<file path="config.mk">
export PLATFORM = sky130hd
export DESIGN_NAME = frce_window
export DESIGN_NICKNAME = d
export VERILOG_FILES = /design/src/rtl/frce_pkg.sv /design/src/rtl/frce_window.sv
export VERILOG_INCLUDE_DIRS = /design/src /design/src/rtl
export SDC_FILE = /design/constraint.sdc
export NUM_CORES = 1
export LEC_CHECK = 0
export ABC_CLOCK_PERIOD_IN_PS = 24300
export CORE_MARGIN = 1
export CORE_UTILIZATION = 60
export DETAILED_ROUTE_END_ITERATION = 16
export DONT_BUFFER_PORTS = 1
export PLACE_DENSITY = 0.81
export REMOVE_ABC_BUFFERS = 1
export SLEW_MARGIN = 20
export SYNTH_ARGS = -nofsm -noshare
export SYNTH_HDL_FRONTEND = slang
export SYNTH_SLANG_ARGS = --single-unit
</file>
<file path="constraint.sdc">
create_clock -name clk -period 24.3 [get_ports clk]
set_clock_uncertainty 0.1 [all_clocks]
set_input_delay 4.86 -clock clk [delete_from_list [all_inputs] [get_ports clk]]
set_output_delay 4.86 -clock clk [all_outputs]
set_load 0.01 [all_outputs]
</file>
<file path="src/rtl/fir_row_filter_clamped_edges_macros.svh">
// ----------------------------------------------------------------------------
// Assertion macros for the horizontal FIR row filter
// Shared property wrappers, clocked on clk and disabled while rst_n is low.
// ----------------------------------------------------------------------------
`ifndef FIR_ROW_FILTER_CLAMPED_EDGES_MACROS_SVH
`define FIR_ROW_FILTER_CLAMPED_EDGES_MACROS_SVH

// Consequent must hold in the same cycle as the antecedent.
`define FRCE_ASSERT_IMP(lbl, ante, cons, msg) \
  lbl: assert property (@(posedge clk) disable iff (!rst_n) (ante) |-> (cons)) \
    else $error(msg);

// Consequent must hold in the cycle after the antecedent.
`define FRCE_ASSERT_NXT(lbl, ante, cons, msg) \
  lbl: assert property (@(posedge clk) disable iff (!rst_n) (ante) |=> (cons)) \
    else $error(msg);

`endif

</file>
<file path="src/rtl/frce_pkg.sv">
`timescale 1ns / 1ps
// ----------------------------------------------------------------------------
// FIR row filter package
// Shared constants, register indexes and the pipeline control struct.
// ----------------------------------------------------------------------------
package frce_pkg;

  // Default values of the top-level parameters.
  localparam int DEF_MAX_ORDER    = 5;
  localparam int DEF_SAMPLE_WIDTH = 16;
  localparam int DEF_COEF_FRAC    = 15;

  // Coefficients are Q1.15; a negated coefficient needs one more bit.
  localparam int COEF_W = 16;
  localparam int TAP_W  = COEF_W + 1;

  // Products are summed in groups of this size before the final add.
  localparam int GRP_SIZE = 4;

  // Configuration port.
  localparam int CFG_IDX_W  = 3;
  localparam int CFG_DATA_W = 16;
  localparam int CFG_ORD_W  = 3;

  localparam logic [CFG_IDX_W-1:0] REG_TAP_ORDER = 3'd0;
  localparam logic [CFG_IDX_W-1:0] REG_ODD_SYM   = 3'd1;
  localparam logic [CFG_IDX_W-1:0] REG_COEF_BASE = 3'd2;

  // Control travelling with one result through the pipeline.
  typedef struct packed {
    logic valid;
    logic row_done;
  } stg_ctl_t;

endpackage

</file>
<file path="src/rtl/frce_window.sv">
`timescale 1ns / 1ps
// ----------------------------------------------------------------------------
// FIR row filter sample window and issue control
// Shifts samples into the window, replicates the left edge at row start and
// walks the right edge at row end, issuing one window per result.
// ----------------------------------------------------------------------------
`include "fir_row_filter_clamped_edges_macros.svh"

module frce_window import frce_pkg::*; #(
  parameter int MAX_ORDER = DEF_MAX_ORDER,
  parameter int SAMPLE_WIDTH = DEF_SAMPLE_WIDTH,
  localparam int ORD_W = $clog2(MAX_ORDER + 1),
  localparam int WIN_DEPTH = 2 * MAX_ORDER + 1
) (
  input  logic                           clk,
  input  logic                           rst_n,
  input  logic                           in_valid,
  output logic                           in_ready,
  input  logic signed [SAMPLE_WIDTH-1:0] in_sample,
  input  logic                           in_row_end,
  input  logic [ORD_W-1:0]               order,
  input  logic                           iss_ready,
  output stg_ctl_t                       iss_ctl,
  output logic signed [SAMPLE_WIDTH-1:0] win [WIN_DEPTH]
);

  logic signed [SAMPLE_WIDTH-1:0] win_r   [WIN_DEPTH];
  logic signed [SAMPLE_WIDTH-1:0] win_nxt [WIN_DEPTH];
  logic [ORD_W-1:0] row_cnt_r, row_cnt_nxt;
  logic             iss_valid_r, iss_valid_nxt;
  logic             iss_done_r, iss_done_nxt;
  logic             flush_r, flush_nxt;
  logic [ORD_W-1:0] pos_r, pos_nxt;
  logic [ORD_W-1:0] dstart_r, dstart_nxt;
  logic [ORD_W-1:0] pos_dec;
  logic             slot_free;
  logic             in_acc;
  logic             flush_step;

  // The issue slot empties when its window moves on to the multipliers.
  assign slot_free  = !iss_valid_r || iss_ready;
  assign in_ready   = !flush_r && slot_free;
  assign in_acc     = in_valid && in_ready;
  assign flush_step = flush_r && slot_free;
  assign pos_dec    = pos_r - ORD_W'(1);

  // Next window and issue state.
  always_comb begin
    win_nxt       = win_r;
    row_cnt_nxt   = row_cnt_r;
    iss_valid_nxt = slot_free ? 1'b0 : iss_valid_r;
    iss_done_nxt  = iss_done_r;
    flush_nxt     = flush_r;
    pos_nxt       = pos_r;
    dstart_nxt    = dstart_r;
    if (in_acc) begin
      // The first sample of a row fills the whole window.
      win_nxt[0] = in_sample;
      for (int i = 1; i < WIN_DEPTH; i++) begin
        win_nxt[i] = (row_cnt_r == '0) ? in_sample : win_r[i-1];
      end
      if (!in_row_end) begin
        iss_valid_nxt = (row_cnt_r >= order);
        iss_done_nxt  = 1'b0;
        if (row_cnt_r != ORD_W'(MAX_ORDER)) begin
          row_cnt_nxt = row_cnt_r + ORD_W'(1);
        end
      end else begin
        // Row end: emit pixels from distance dstart down to the last one.
        iss_valid_nxt = (row_cnt_r >= order);
        iss_done_nxt  = (order == '0);
        flush_nxt     = (order != '0);
        pos_nxt       = order;
        dstart_nxt    = (row_cnt_r >= order) ? order : row_cnt_r;
        row_cnt_nxt   = '0;
      end
    end else if (flush_step) begin
      // Shift in a copy of the newest sample to replicate the right edge.
      win_nxt[0] = win_r[0];
      for (int i = 1; i < WIN_DEPTH; i++) begin
        win_nxt[i] = win_r[i-1];
      end
      iss_valid_nxt = (pos_dec <= dstart_r);
      iss_done_nxt  = (pos_dec == '0);
      flush_nxt     = (pos_dec != '0);
      pos_nxt       = pos_dec;
    end
  end

  // Control registers.
  always_ff @(posedge clk) begin
    if (!rst_n) begin
      row_cnt_r   <= '0;
      iss_valid_r <= 1'b0;
      iss_done_r  <= 1'b0;
      flush_r     <= 1'b0;
      pos_r       <= '0;
      dstart_r    <= '0;
    end else begin
      row_cnt_r   <= row_cnt_nxt;
      iss_valid_r <= iss_valid_nxt;
      iss_done_r  <= iss_done_nxt;
      flush_r     <= flush_nxt;
      pos_r       <= pos_nxt;
      dstart_r    <= dstart_nxt;
    end
  end

  // Sample window.
  always_ff @(posedge clk) begin
    win_r <= win_nxt;
  end

  assign win     = win_r;
  assign iss_ctl = '{valid: iss_valid_r, row_done: iss_done_r};

  // A row end with a nonzero order starts the right-edge walk.
  `FRCE_ASSERT_NXT(a_flush_start, in_acc && in_row_end && (order != '0), flush_r,
    "row end did not start the edge walk")
  // The last walk step issues the final pixel of the row.
  `FRCE_ASSERT_NXT(a_flush_last, flush_step && (pos_r == ORD_W'(1)),
    !flush_r && iss_valid_r && iss_done_r, "edge walk ended without the row's final pixel")
  // The final pixel of a row is issued with the row count already cleared.
  `FRCE_ASSERT_IMP(a_done_cleared, iss_valid_r && iss_done_r, row_cnt_r == '0,
    "row count not cleared at row end")
  // The walk position never sits at zero while the walk is still running.
  `FRCE_ASSERT_IMP(a_flush_pos, flush_r, pos_r != '0,
    "edge walk running at position zero")

endmodule

</file>
# == Yosys cells after proc, flatten, opt, wreduce, memory -nomap -nowiden ==
# Cells that the tools add are included.
# word_totals
output_inout_bits,179
in_bits,24
register_bits,188
elab_cells,67
# op_classes
n_mux,27
reduce_logical,17
n_eq_ne,2
magnitude_cmp,2
n_addsub,2
# op_table
op,count
176-bit two-way mux,1
16-bit two-way mux,10
160-bit two-way mux,1
3-bit two-way mux,6
3-bit zero test,3
1-bit two-way mux,9
3-bit nonzero test,3
2-bit AND reduction,3
2-bit nonzero test,2
3-bit by 1-bit adder with 3-bit output (second input constant),1
3-bit >= comparator,1
3-bit less-or-equal comparator,1
1-bit logical AND,3
3-bit inequality test (second input constant),1
3-bit by 1-bit subtractor with 3-bit output (second input constant),1
1-bit zero test,2
2-bit inequality test (second input constant),1
1-bit logical OR,1

# == Longest topological paths before layout ==
# depth
word_depth,6
ltp_mapped,8
mapped_depth_nobuf,8

# == Worst setup path before layout ==
# Ideal clock, no wire load.
# synth_path
kind,input-to-reg
start,input iss_ready
end,register iss_done_r
path_stages,5
required_ns,24.080
slack_ns,11.690
setup_time_ns,0.120
n_path_buf,1
t_arrival_ns,12.390
path_cell_list,nor2b_1 buf_6 nor2_1 o21ai_0 a31oi_1
# synth_via
elab_chain_len,4
elab_cells_between_ends,6
classes_between,1 x mux; 5 x reduce/logical
# synth_rtl
element,line,source
"start, declared",frce_window.sv:22,"input logic iss_ready,"
1-bit logical OR *,frce_window.sv:41,assign slot_free = !iss_valid_r || iss_ready;
1-bit logical AND,frce_window.sv:42,assign in_ready = !flush_r && slot_free;
1-bit logical AND,frce_window.sv:43,assign in_acc = in_valid && in_ready;
1-bit two-way mux or 2-bit nonzero test (tied branches),-,
"end signal, assigned",frce_window.sv:102,iss_done_r <= iss_done_nxt;
"end, declared",frce_window.sv:31,"logic iss_done_r, iss_done_nxt;"
# Every way passes the cells marked *; elsewhere a longest branch is shown, timed or not.
# A chain may end at the register's enable or synchronous reset.

# == Worst setup path after layout ==
# layout_path
start,input iss_ready
end,output in_ready
# layout_via
elab_chain_len,2
# layout_rtl
element,line,source
1-bit logical OR,frce_window.sv:41,
1-bit logical AND,frce_window.sv:42,
"end, declared",frce_window.sv:18,"output logic in_ready,"
# No other way between the ends.

==> results_dict.tcl <==
set metrics [dict create \
    clock-sinks 188 \
    drv_cap 0 \
    cts_tree "yes" \
    clk_path_buf_depth 2 \
    synth.top_cells.by_area "edfxtp_1, a21o_1, dfxtp_1" \
    via_count 4192 \
    max_stage_delay_ns 0.62 \
    drtIter0Drc 446 \
    period_needed_ns 10.66 \
    nNetsFinal 531 \
    cts_setup_buffers 0 \
    cts_buffers 17 \
    setup_viol 0 \
    first_pass_iters 5 \
    drive_gt1_share_pct 7.66 \
    path_clk_slew_ns 0.06 \
    die_w_um 116 \
    cp_cell_sequence "nor2b_1, nor2_1" \
    hold_path.class "flop to flop" \
    async_flop_share_pct 0 \
    diodes 0 \
    dpl.hpwl_mm 9.85 \
    synth_cell_types 35 \
    period_share_pct 43.9 \
    cts_root_buf "clkbuf_16" \
    critical_path_peak_fanout 9 \
    path_buf_inv 0 \
    antenna_found_initial 0 \
    grt_pass1_wl_mm 21.9 \
    path_class "primary input to primary output" \
    cpMaxStageDelayCell "nor2b_1" \
    cts_hold_buf 0 \
    start_util_pct 61.9 \
    syn_inst 514 \
    ys_ff_latch 188 \
    num_rows 41 \
    synth_edf_count 176 \
    ys_warn_count 0 \
    crit_family "simple AND/OR/NAND/NOR gates" \
    leakagePower_nw 3.79 \
    syn_area_per_cell_um2 15.3 \
    clk_latency_ns 0.42 \
    final.setup.tns_ns 0 \
    routed_wirelength_mm 15.4 \
    die_y_um 116 \
    port_buffers 0 \
    synth.most_common_cell "edfxtp_1" \
    slew_headroom_pct 27.0 \
    drc 0 \
    yosys.area.top_type "edfxtp_1" \
    power_density_nw_per_um2 103 \
    hold_violations 0 \
    wl_per_cell_um 22.7 \
    globalplace.congestion 0.881 \
    grt.overflow.total 0 \
    die-area_um2 13500 \
    grt_pass1_vias 3979 \
    syn-cell-area_um2 7840 \
    synth_flop_cell "edfxtp_1" \
    ios 203 \
    cp_data_required_time_ns 19.34 \
    worstMarginPinSlew_ns 1.09 \
    grt_max_degree 91 \
    synth_seq_area_share_pct 70.5 \
    htree_num_levels 4 \
    arrival_ns 5.70 \
    antenna_left 0 \
    core_um2 12700 \
    start_kind "primary input" \
    slew_viol_final 0 \
    peakVddDrop_mv 0.0463 \
    synth_top_area_share_pct 67.4 \
    routed_via_density 6.16 \
    area_growth_pct 6.60 \
    outcome "finished, final reports clean" \
    rsz0062_at_grt "false" \
    cts_resized 0 \
    track_usage_pct 22.0 \
    dpl_worst_slack_ns 13.65 \
    worst_slack_ns 13.64 \
    end_kind "primary output" \
    fmax_mhz 93.8 \
    synth_common_cells "edfxtp_1, a21o_1, and3_1, and2_1" \
]
metal layers:
metal | vias to the layer above | GRT usage [%] | routed length (um)
met4 | 0 | 9.23 | 301
met3 | 26 | 8.51 | 1570
li1 | 1906 | - | -
met5 | - | 0 | 0
met2 | 186 | 36.4 | 7630
met1 | 2074 | 25.8 | 5930
logic make-up (layout without fill, tap and decap cells):
family                   after synthesis  count (layout)  synth area share, %
multiplexers                           3               3                0.383
AND/OR/NAND/NOR                       65              65                 5.04
AO/OA/AOI/OAI                        192             192                 17.7
XOR/XNOR                               1               1                0.112
flip-flops                           188             188                 70.5
buffers and inverters                 54              49                 4.55
adder cells (fa/ha/maj)               11              11                 1.75
sequential cells by signal, indices dropped and copies added (netlist names):
name,flops
dstart_r,3
flush_r,1
iss_done_r,1
iss_valid_r,1
pos_r,3
row_cnt_r,3
win,176
final cells by class:
type                    instances  area (um2)
repair buffers                  3        26.3
inverters                      14        55.1
clock buffers                  17         425
clock inverters                15         145
multi-input cells             272        1970
flip-flops and latches        188        5530
fillers                       900        4310
well taps                     172         215
worst paths after layout:
kind / from / end / slack [ns] / cells past startpoint
min: pos_r[1] / pos_r[1] / 0.38 / 2
max reg2reg: iss_valid_r / win[16] / 20.75 / 6
max: iss_ready / in_ready / 13.64 / 2
min reg2reg: pos_r[1] / pos_r[1] / 0.38 / 2
cell usage in the layout, fill, tap and decap left out, types with 3 or more instances in the layout:
master	n
clkbuf_16	17
o21ai_0	8
edfxtp_1	176
and3_1	17
dfxtp_1	12
a21o_1	160
mux2i_1	3
and2_1	16
a21oi_1	11
nor2_1	5
inv_1	13
a31oi_1	4
clkinvlp_4	3
nand2_1	10
clkinv_2	4
ha_1	11
nor3_1	4
nand3_1	4
inv_6	4
through the flow:
step	cell area (um2)	hold slack (ns)	power, mW	instances	util [%]
CTS	8360	0.374	0.870	681	66.0
floorplan	7540	0.346	0.572	474	-
detailed placement	7790	0.365	0.604	649	61.4
finish	8360	0.378	0.864	681	66.0
global placement	7790	0.357	0.593	649	61.4
global route	8360	0.418	0.897	681	66.0
report_power, final:
group,total (mW),internal (mW),switching [mW]
Clock,0.267,0.151,0.116
Combinational,0.100,0.0424,0.0581
Sequential,0.497,0.433,0.0638
(Power assumes the default switching activity.)
