## config.mk

```make
export PLATFORM = sky130hd
export DESIGN_NAME = frce_round
export DESIGN_NICKNAME = d
export VERILOG_FILES = /design/src/rtl/fir_row_filter_clamped_edges_macros.svh /design/src/rtl/frce_pkg.sv /design/src/rtl/frce_round.sv
export SDC_FILE = /design/constraint.sdc
export NUM_CORES = 1
export LEC_CHECK = 0
export BUFFER_PORTS_ARGS = -buffer_cell sky130_fd_sc_hd__buf_2
export CELL_PAD_IN_SITES_DETAIL_PLACEMENT = 0
export CELL_PAD_IN_SITES_GLOBAL_PLACEMENT = 2
export CORE_ASPECT_RATIO = 1.75
export CORE_UTILIZATION = 32
export DETAILED_ROUTE_END_ITERATION = 8
export GPL_ROUTABILITY_DRIVEN = 0
export GPL_TIMING_DRIVEN = 0
export HOLD_SLACK_MARGIN = 0.03
export PLACE_DENSITY_LB_ADDON = 0.1
export SLEW_MARGIN = 40
export SYNTH_ARGS = -nofsm -noshare
export SYNTH_HDL_FRONTEND = slang
export SYNTH_SLANG_ARGS = --single-unit
```

## constraint.sdc

```tcl
create_clock -name clk -period 4 [get_ports clk]
set_input_delay 0.8 -clock clk [delete_from_list [all_inputs] [get_ports clk]]
set_output_delay 0.8 -clock clk [all_outputs]
set_load 0.1 [all_outputs]
```

## src/rtl/fir_row_filter_clamped_edges_macros.svh

```systemverilog
// ----------------------------------------------------------------------------
// Assertion macros for the horizontal FIR row filter
// Shared property wrappers, clocked on clk and disabled while rst_n is low.
// ----------------------------------------------------------------------------
`ifndef FIR_ROW_FILTER_CLAMPED_EDGES_MACROS_SVH
`define FIR_ROW_FILTER_CLAMPED_EDGES_MACROS_SVH

// Consequent must hold in the same cycle as the antecedent.
`define FRCE_ASSERT_IMP(lbl, ante, cons, msg) \
  lbl: assert property (@(posedge clk) disable iff (!rst_n) (ante) |-> (cons)) \
    else $error(msg);

// Consequent must hold in the cycle after the antecedent.
`define FRCE_ASSERT_NXT(lbl, ante, cons, msg) \
  lbl: assert property (@(posedge clk) disable iff (!rst_n) (ante) |=> (cons)) \
    else $error(msg);

`endif

```

## src/rtl/frce_pkg.sv

```systemverilog
`timescale 1ns / 1ps
// ----------------------------------------------------------------------------
// FIR row filter package
// Shared constants, register indexes and the pipeline control struct.
// ----------------------------------------------------------------------------
package frce_pkg;

  // Default values of the top-level parameters.
  localparam int DEF_MAX_ORDER    = 5;
  localparam int DEF_SAMPLE_WIDTH = 16;
  localparam int DEF_COEF_FRAC    = 15;

  // Coefficients are Q1.15; a negated coefficient needs one more bit.
  localparam int COEF_W = 16;
  localparam int TAP_W  = COEF_W + 1;

  // Products are summed in groups of this size before the final add.
  localparam int GRP_SIZE = 4;

  // Configuration port.
  localparam int CFG_IDX_W  = 3;
  localparam int CFG_DATA_W = 16;
  localparam int CFG_ORD_W  = 3;

  localparam logic [CFG_IDX_W-1:0] REG_TAP_ORDER = 3'd0;
  localparam logic [CFG_IDX_W-1:0] REG_ODD_SYM   = 3'd1;
  localparam logic [CFG_IDX_W-1:0] REG_COEF_BASE = 3'd2;

  // Control travelling with one result through the pipeline.
  typedef struct packed {
    logic valid;
    logic row_done;
  } stg_ctl_t;

endpackage

```

## src/rtl/frce_round.sv

```systemverilog
`timescale 1ns / 1ps
// ----------------------------------------------------------------------------
// FIR row filter final sum, rounding and saturation
// Adds the partial sums with the rounding constant, then shifts out the
// fraction bits and saturates into the output register.
// ----------------------------------------------------------------------------
module frce_round import frce_pkg::*; #(
  parameter int MAX_ORDER = DEF_MAX_ORDER,
  parameter int SAMPLE_WIDTH = DEF_SAMPLE_WIDTH,
  parameter int COEF_FRAC = DEF_COEF_FRAC,
  localparam int WIN_DEPTH = 2 * MAX_ORDER + 1,
  localparam int NUM_GRP = (WIN_DEPTH + GRP_SIZE - 1) / GRP_SIZE,
  localparam int PSUM_W = SAMPLE_WIDTH + TAP_W + $clog2(GRP_SIZE)
) (
  input  logic                           clk,
  input  logic                           rst_n,
  input  stg_ctl_t                       sum_ctl,
  output logic                           sum_ready,
  input  logic signed [PSUM_W-1:0]       psum [NUM_GRP],
  output logic                           out_valid,
  input  logic                           out_ready,
  output logic signed [SAMPLE_WIDTH-1:0] out_filtered,
  output logic                           out_row_done
);

  localparam int ACC_RAW = PSUM_W + $clog2(NUM_GRP) + 1;
  localparam int ACC_W   = (ACC_RAW > COEF_FRAC + 1) ? ACC_RAW : COEF_FRAC + 2;

  localparam logic signed [ACC_W-1:0] RND    = ACC_W'(1) <<< (COEF_FRAC - 1);
  localparam logic signed [ACC_W-1:0] SAT_HI =
    {{(ACC_W - SAMPLE_WIDTH + 1){1'b0}}, {(SAMPLE_WIDTH - 1){1'b1}}};
  localparam logic signed [ACC_W-1:0] SAT_LO = ~SAT_HI;

  stg_ctl_t                        a_ctl_r;
  logic signed [ACC_W-1:0]         acc_r, acc_nxt;
  logic signed [ACC_W-1:0]         shifted;
  logic signed [SAMPLE_WIDTH-1:0]  sat_val;
  logic                            out_valid_r;
  logic                            out_done_r;
  logic signed [SAMPLE_WIDTH-1:0]  out_filt_r;
  logic                            a_ready;
  logic                            b_ready;

  assign b_ready   = !out_valid_r || out_ready;
  assign a_ready   = !a_ctl_r.valid || b_ready;
  assign sum_ready = a_ready;

  // Full sum plus one half LSB of the result.
  always_comb begin
    acc_nxt = RND;
    for (int g = 0; g < NUM_GRP; g++) begin
      acc_nxt = acc_nxt + ACC_W'(psum[g]);
    end
  end

  // Arithmetic shift floors, which with the half added rounds half up.
  assign shifted = acc_r >>> COEF_FRAC;

  always_comb begin
    if (shifted > SAT_HI) begin
      sat_val = SAT_HI[SAMPLE_WIDTH-1:0];
    end else if (shifted < SAT_LO) begin
      sat_val = SAT_LO[SAMPLE_WIDTH-1:0];
    end else begin
      sat_val = shifted[SAMPLE_WIDTH-1:0];
    end
  end

  // Stage control.
  always_ff @(posedge clk) begin
    if (!rst_n) begin
      a_ctl_r     <= '0;
      out_valid_r <= 1'b0;
    end else begin
      if (a_ready) begin
        a_ctl_r <= sum_ctl;
      end
      if (b_ready) begin
        out_valid_r <= a_ctl_r.valid;
      end
    end
  end

  // Accumulator and output data.
  always_ff @(posedge clk) begin
    if (a_ready && sum_ctl.valid) begin
      acc_r <= acc_nxt;
    end
    if (b_ready && a_ctl_r.valid) begin
      out_filt_r <= sat_val;
      out_done_r <= a_ctl_r.row_done;
    end
  end

  assign out_valid    = out_valid_r;
  assign out_filtered = out_filt_r;
  assign out_row_done = out_done_r;

endmodule

```

======== Yosys cells after proc, flatten, opt, wreduce, memory -nomap -nowiden ========
Index checks and enable logic that the tools add are counted.
storage, ports and cells
  register bits after elaboration ......... 58
  bits of input ports ..................... 110
  output and inout bits ................... 19
operators by class
  reduce and logical (&&, ||, !) cells .... 6
  order comparisons ....................... 2
  add/subtract/negate cells ............... 3
  multiplexer cells ....................... 1
operators by type and width
  kind                                                   number
  adder 37 x 35 -> 38 bit                                1
  adder 36 x 35 -> 37 bit                                1
  adder 16 x 35 -> 36 bit (first input constant)         1
  > comparator 23 x 16 -> 1 bit (second input constant)  1
  < comparator 23 x 16 -> 1 bit (second input constant)  1
  two-way mux 16 bit                                     1
  logical AND 1 bit                                      2
  logical NOT 1 bit                                      2
  logical OR 1 bit                                       2

======== Longest topological paths before layout ========
  depth after elaboration ................. 4
  gate-level depth with buffers ........... 13
  depth with buffers taken out ............ 12

======== Worst setup path before layout ========
Ideal clock, no wire load.
  kind .................................... input port to flip-flop
  from .................................... input psum[22] (netlist bit)
  to ...................................... register acc_r[33], data pin
  library setup time ...................... 0.264 ns
  path slack .............................. 0.511 ns
  data arrival time ....................... 3.225 ns
  buffers on the path ..................... 1
  required time ........................... 3.736 ns
  stages on the path ...................... 13
  cells stage by stage .................... inv_1 -> fa_1 -> inv_1 -> ha_1 -> ha_1 -> buf_2 -> a21o_1 -> a21o_1 -> a21oi_1 -> o221ai_1 -> a21oi_2 -> a31oi_1 -> xor2_1
between the ends
  longest elaborated chain between the ends .. 1
RTL lines
  what                     line              text
  start: declaration       frce_round.sv:19  input logic signed [PSUM_W-1:0] psum [NUM_GRP],
  adder 37 x 35 -> 38 bit  frce_round.sv:52  acc_nxt = acc_nxt + ACC_W'(psum[g]);
  net acc_nxt[33]          frce_round.sv:35  logic signed [ACC_W-1:0] acc_r, acc_nxt;
  end signal: assignment   frce_round.sv:87  acc_r <= acc_nxt;
  end: declaration         frce_round.sv:35
The timed path passes the listed nets, and every way through them passes these cells.
A chain may end at the register's enable or synchronous reset.

======== Final worst setup path ========
  from .................................... input psum[11] (netlist bit)
  to ...................................... register acc_r[24], data pin
The elaborated chain is that of the path after synthesis.

==> impl_metrics.env <==
export IMPL_die_w_um=95.5
export IMPL_wirelength_um=10200
export IMPL_hold_viol=0
export IMPL_p_sw_share_pct=39.6
export IMPL_pwr_share_clk_pct=20.5
export IMPL_wire_per_inst_um=11.8
export IMPL_drtIter0Drc=86
export IMPL_port_buffers=128
export IMPL_syn_nets=758
export IMPL_comb_power_share_pct=51.8
export IMPL_finClkSkew_ns=0.00512
export IMPL_insertion_delay_ns=0.28
export IMPL_synth_top_area_share_pct=24.5
export IMPL_syn_inst=545
export IMPL_cts_buffers=5
export IMPL_clk_pin_slew_ns=0.06
export IMPL_power_switching_w=0.000992
export IMPL_yosys_area_share_adder_pct=31.5
export IMPL_cts_hold_buf=0
export IMPL_max_freq_mhz=275
export IMPL_internal_power_w=0.00151
export IMPL_cts_root_buf="clkbuf_16"
export IMPL_cts_setup_buffers=0
export IMPL_synth_edff_count=40
export IMPL_antenna_cells=0
export IMPL_synthSimpleGateAreaFrac_pct=8.64
export IMPL_drtPass1Iterations=4
export IMPL_nets=893
export IMPL_hp_class="reg -> reg"
export IMPL_antenna_found_initial=0
export IMPL_clock_sinks=43
export IMPL_synth_most_common_cell="inv_1"
export IMPL_tightest_slew_ns=0.579
export IMPL_power_leakage_nw=3.31
export IMPL_cp_data_required_time_ns=4.04
export IMPL_grt_overflow=0
export IMPL_drive_above_1_share_pct=22.6
export IMPL_critPathMaxFanout=5
export IMPL_crit_path_start_kind="input pin"
export IMPL_synth_area_leaders="edfxtp_1 (25%), ha_1 (18%), fa_1 (14%)"
export IMPL_synth_top_cell_by_area="edfxtp_1"
export IMPL_p_total_w=0.00251
export IMPL_ant_nets=0
export IMPL_synth_compound_area_share_pct=16.4
export IMPL_viasPerCell=4.54
export IMPL_async_reset_ff_share_pct=0
export IMPL_drc_errors=0
export IMPL_utilization_pct=40.0
export IMPL_yosysSeqAreaShare_pct=25.8
export IMPL_htreeDepth=2
export IMPL_grt_setup_unrepaired="false"
export IMPL_worstSetupPathType="in -> reg"
export IMPL_pwr_share_seq_pct=27.7
export IMPL_setup_violations=0
export IMPL_final_period_utilization_pct=90.8
export IMPL_syn_cell_area_um2=4900
export IMPL_synthTopCellsByCount="inv_1 (166), ha_1 (69), edfxtp_1 (40), a21oi_1 (35), fa_1 (34)"
export IMPL_rows=59
export IMPL_grt_max_degree=24
export IMPL_ys_types=45
export IMPL_synth_xor_area_share_pct=3.94
export IMPL_syn_area_per_cell_um2=8.98
export IMPL_drv_slew=0
export IMPL_muxShareOfSynthArea_pct=0
export IMPL_vias=3921
export IMPL_ctsResizeCount=0
export IMPL_io_pins=129
export IMPL_synth_seq_cells=43
export IMPL_critPathCaptureType="flip-flop"
export IMPL_die_h_um=166
export IMPL_cts_tree="built"
export IMPL_powerDensity_nw_per_um2=420
export IMPL_grt_util_all_layers_pct=13.2
export IMPL_setup_tns_ns=0
export IMPL_cts_buffer_depth=2
export IMPL_dp_hpwl_um=9130
export IMPL_synthFlopType="edfxtp_1"
export IMPL_grt_pass1_vias=3972
export IMPL_worst_ep_arrival_time_ns=3.67
export IMPL_period_minus_slack_ns=3.63
export IMPL_worst_ir_drop_vdd_mv=0.200
export IMPL_grt_pass1_wl_um=16700
export IMPL_cap_viol_max_count=0
export IMPL_hold_ws_ns=0.442
export IMPL_die_area_um2=15800
export IMPL_slew_headroom_pct=61.4
export IMPL_initial_core_util_pct=32.8
export IMPL_ys_warn_count=0
export IMPL_syn2layout_area_growth_pct=21.8
export IMPL_outcome="completed"
export IMPL_synth_top_family_by_area="adder cells"
export IMPL_core_area_um2=14900
-- critical path, cell delays in order --
cell      delay [ns]
buf_2           0.07
inv_1           0.04
fa_1            0.52
inv_1           0.04
ha_1            0.29
ha_1            0.37
a21oi_1         0.13
o21a_1          0.21
o221ai_1        0.31
a21oi_2         0.13
o21ai_1         0.39
a21boi_0        0.20
xnor2_1         0.16
-- layout make-up --
cell class	count	area [µm²]
inverter	167	627
tap	183	229
multi-input combinational	324	2970
fill	1575	8950
sequential	43	1260
timing repair buffer	128	641
buffer	11	46.3
clock inverter	2	60.1
clock buffer	6	129
-- final timing paths --
check,startpoint,end,slack (ns),cells after the start
max,psum[11],acc_r[24],0.37,13
min,a_ctl_r[0],out_row_done,0.44,0
max reg2reg,acc_r[32],out_filtered[9],2.38,4
min reg2reg,a_ctl_r[0],out_row_done,0.44,0
-- power by group through the flow --
stage | Clock [W] | Combinational [W] | Sequential (W)
final | 0.000514 | 0.00130 | 0.000693
after global routing | 0.000538 | 0.00146 | 0.000706
after CTS | 0.000524 | 0.00132 | 0.000695
after detailed placement | 0 | 0.00131 | 0.000703
after global placement | 0 | 0.00132 | 0.000697
after floorplan | 0 | 0.000863 | 0.000823
-- logic make-up after synthesis --
logic type	count (synthesis)
AOI/OAI and AO/OA	120
adders and majority gates	103
and+or+nand+nor	79
buffers and inverters	178
DFF	43
xor gates and xnor gates	22
-- layout by cell type (no fill, tap or decap), types with 2 or more instances in the layout --
cell         n
ha_1        69
a21o_1      31
nand2_1     23
o221ai_1     3
a21boi_0     4
a31oi_1      5
nor3_1       5
bufinv_16    2
a21oi_2      2
nor2b_1      6
nand4_1     10
xnor2_1     13
and3_1       6
nor2_1       7
inv_1      166
o21ai_1      3
clkbuf_1     8
buf_2      132
o211ai_1     6
dfxtp_1      3
o21ai_0     15
a211oi_1     3
fa_1        34
nand3_1      9
and2_1       2
clkbuf_16    5
o21bai_1     3
nor3_2       2
a21oi_1     35
edfxtp_1    40
o21a_1       3
xor2_1       9
-- through the flow --
step	area (µm²)	cells	setup WS [ns]
final	5960	864	0.369
after global routing	5960	864	0.181
after CTS	5960	864	0.308
after detailed placement	5770	856	0.00787
after global placement	5770	856	0.000592
after floorplan	4900	545	0.511
-- metal layers --
layer  vias to the layer above  global-route usage (%)  share of wire, %
met3                        20                    1.10               2.5
met5                         -                       0                 0
met1                      1777                    13.3                37
met4                         0                    5.00               2.7
met2                        84                    26.3                58
li1                       2040                       -                 -
-- sequential cells by signal, summed over array words and instances (netlist names) --
register,cells
acc_r,23
out_filtered,16
a_ctl_r,2
out_row_done,1
out_valid,1
Power figures use the tool's default switching activity.
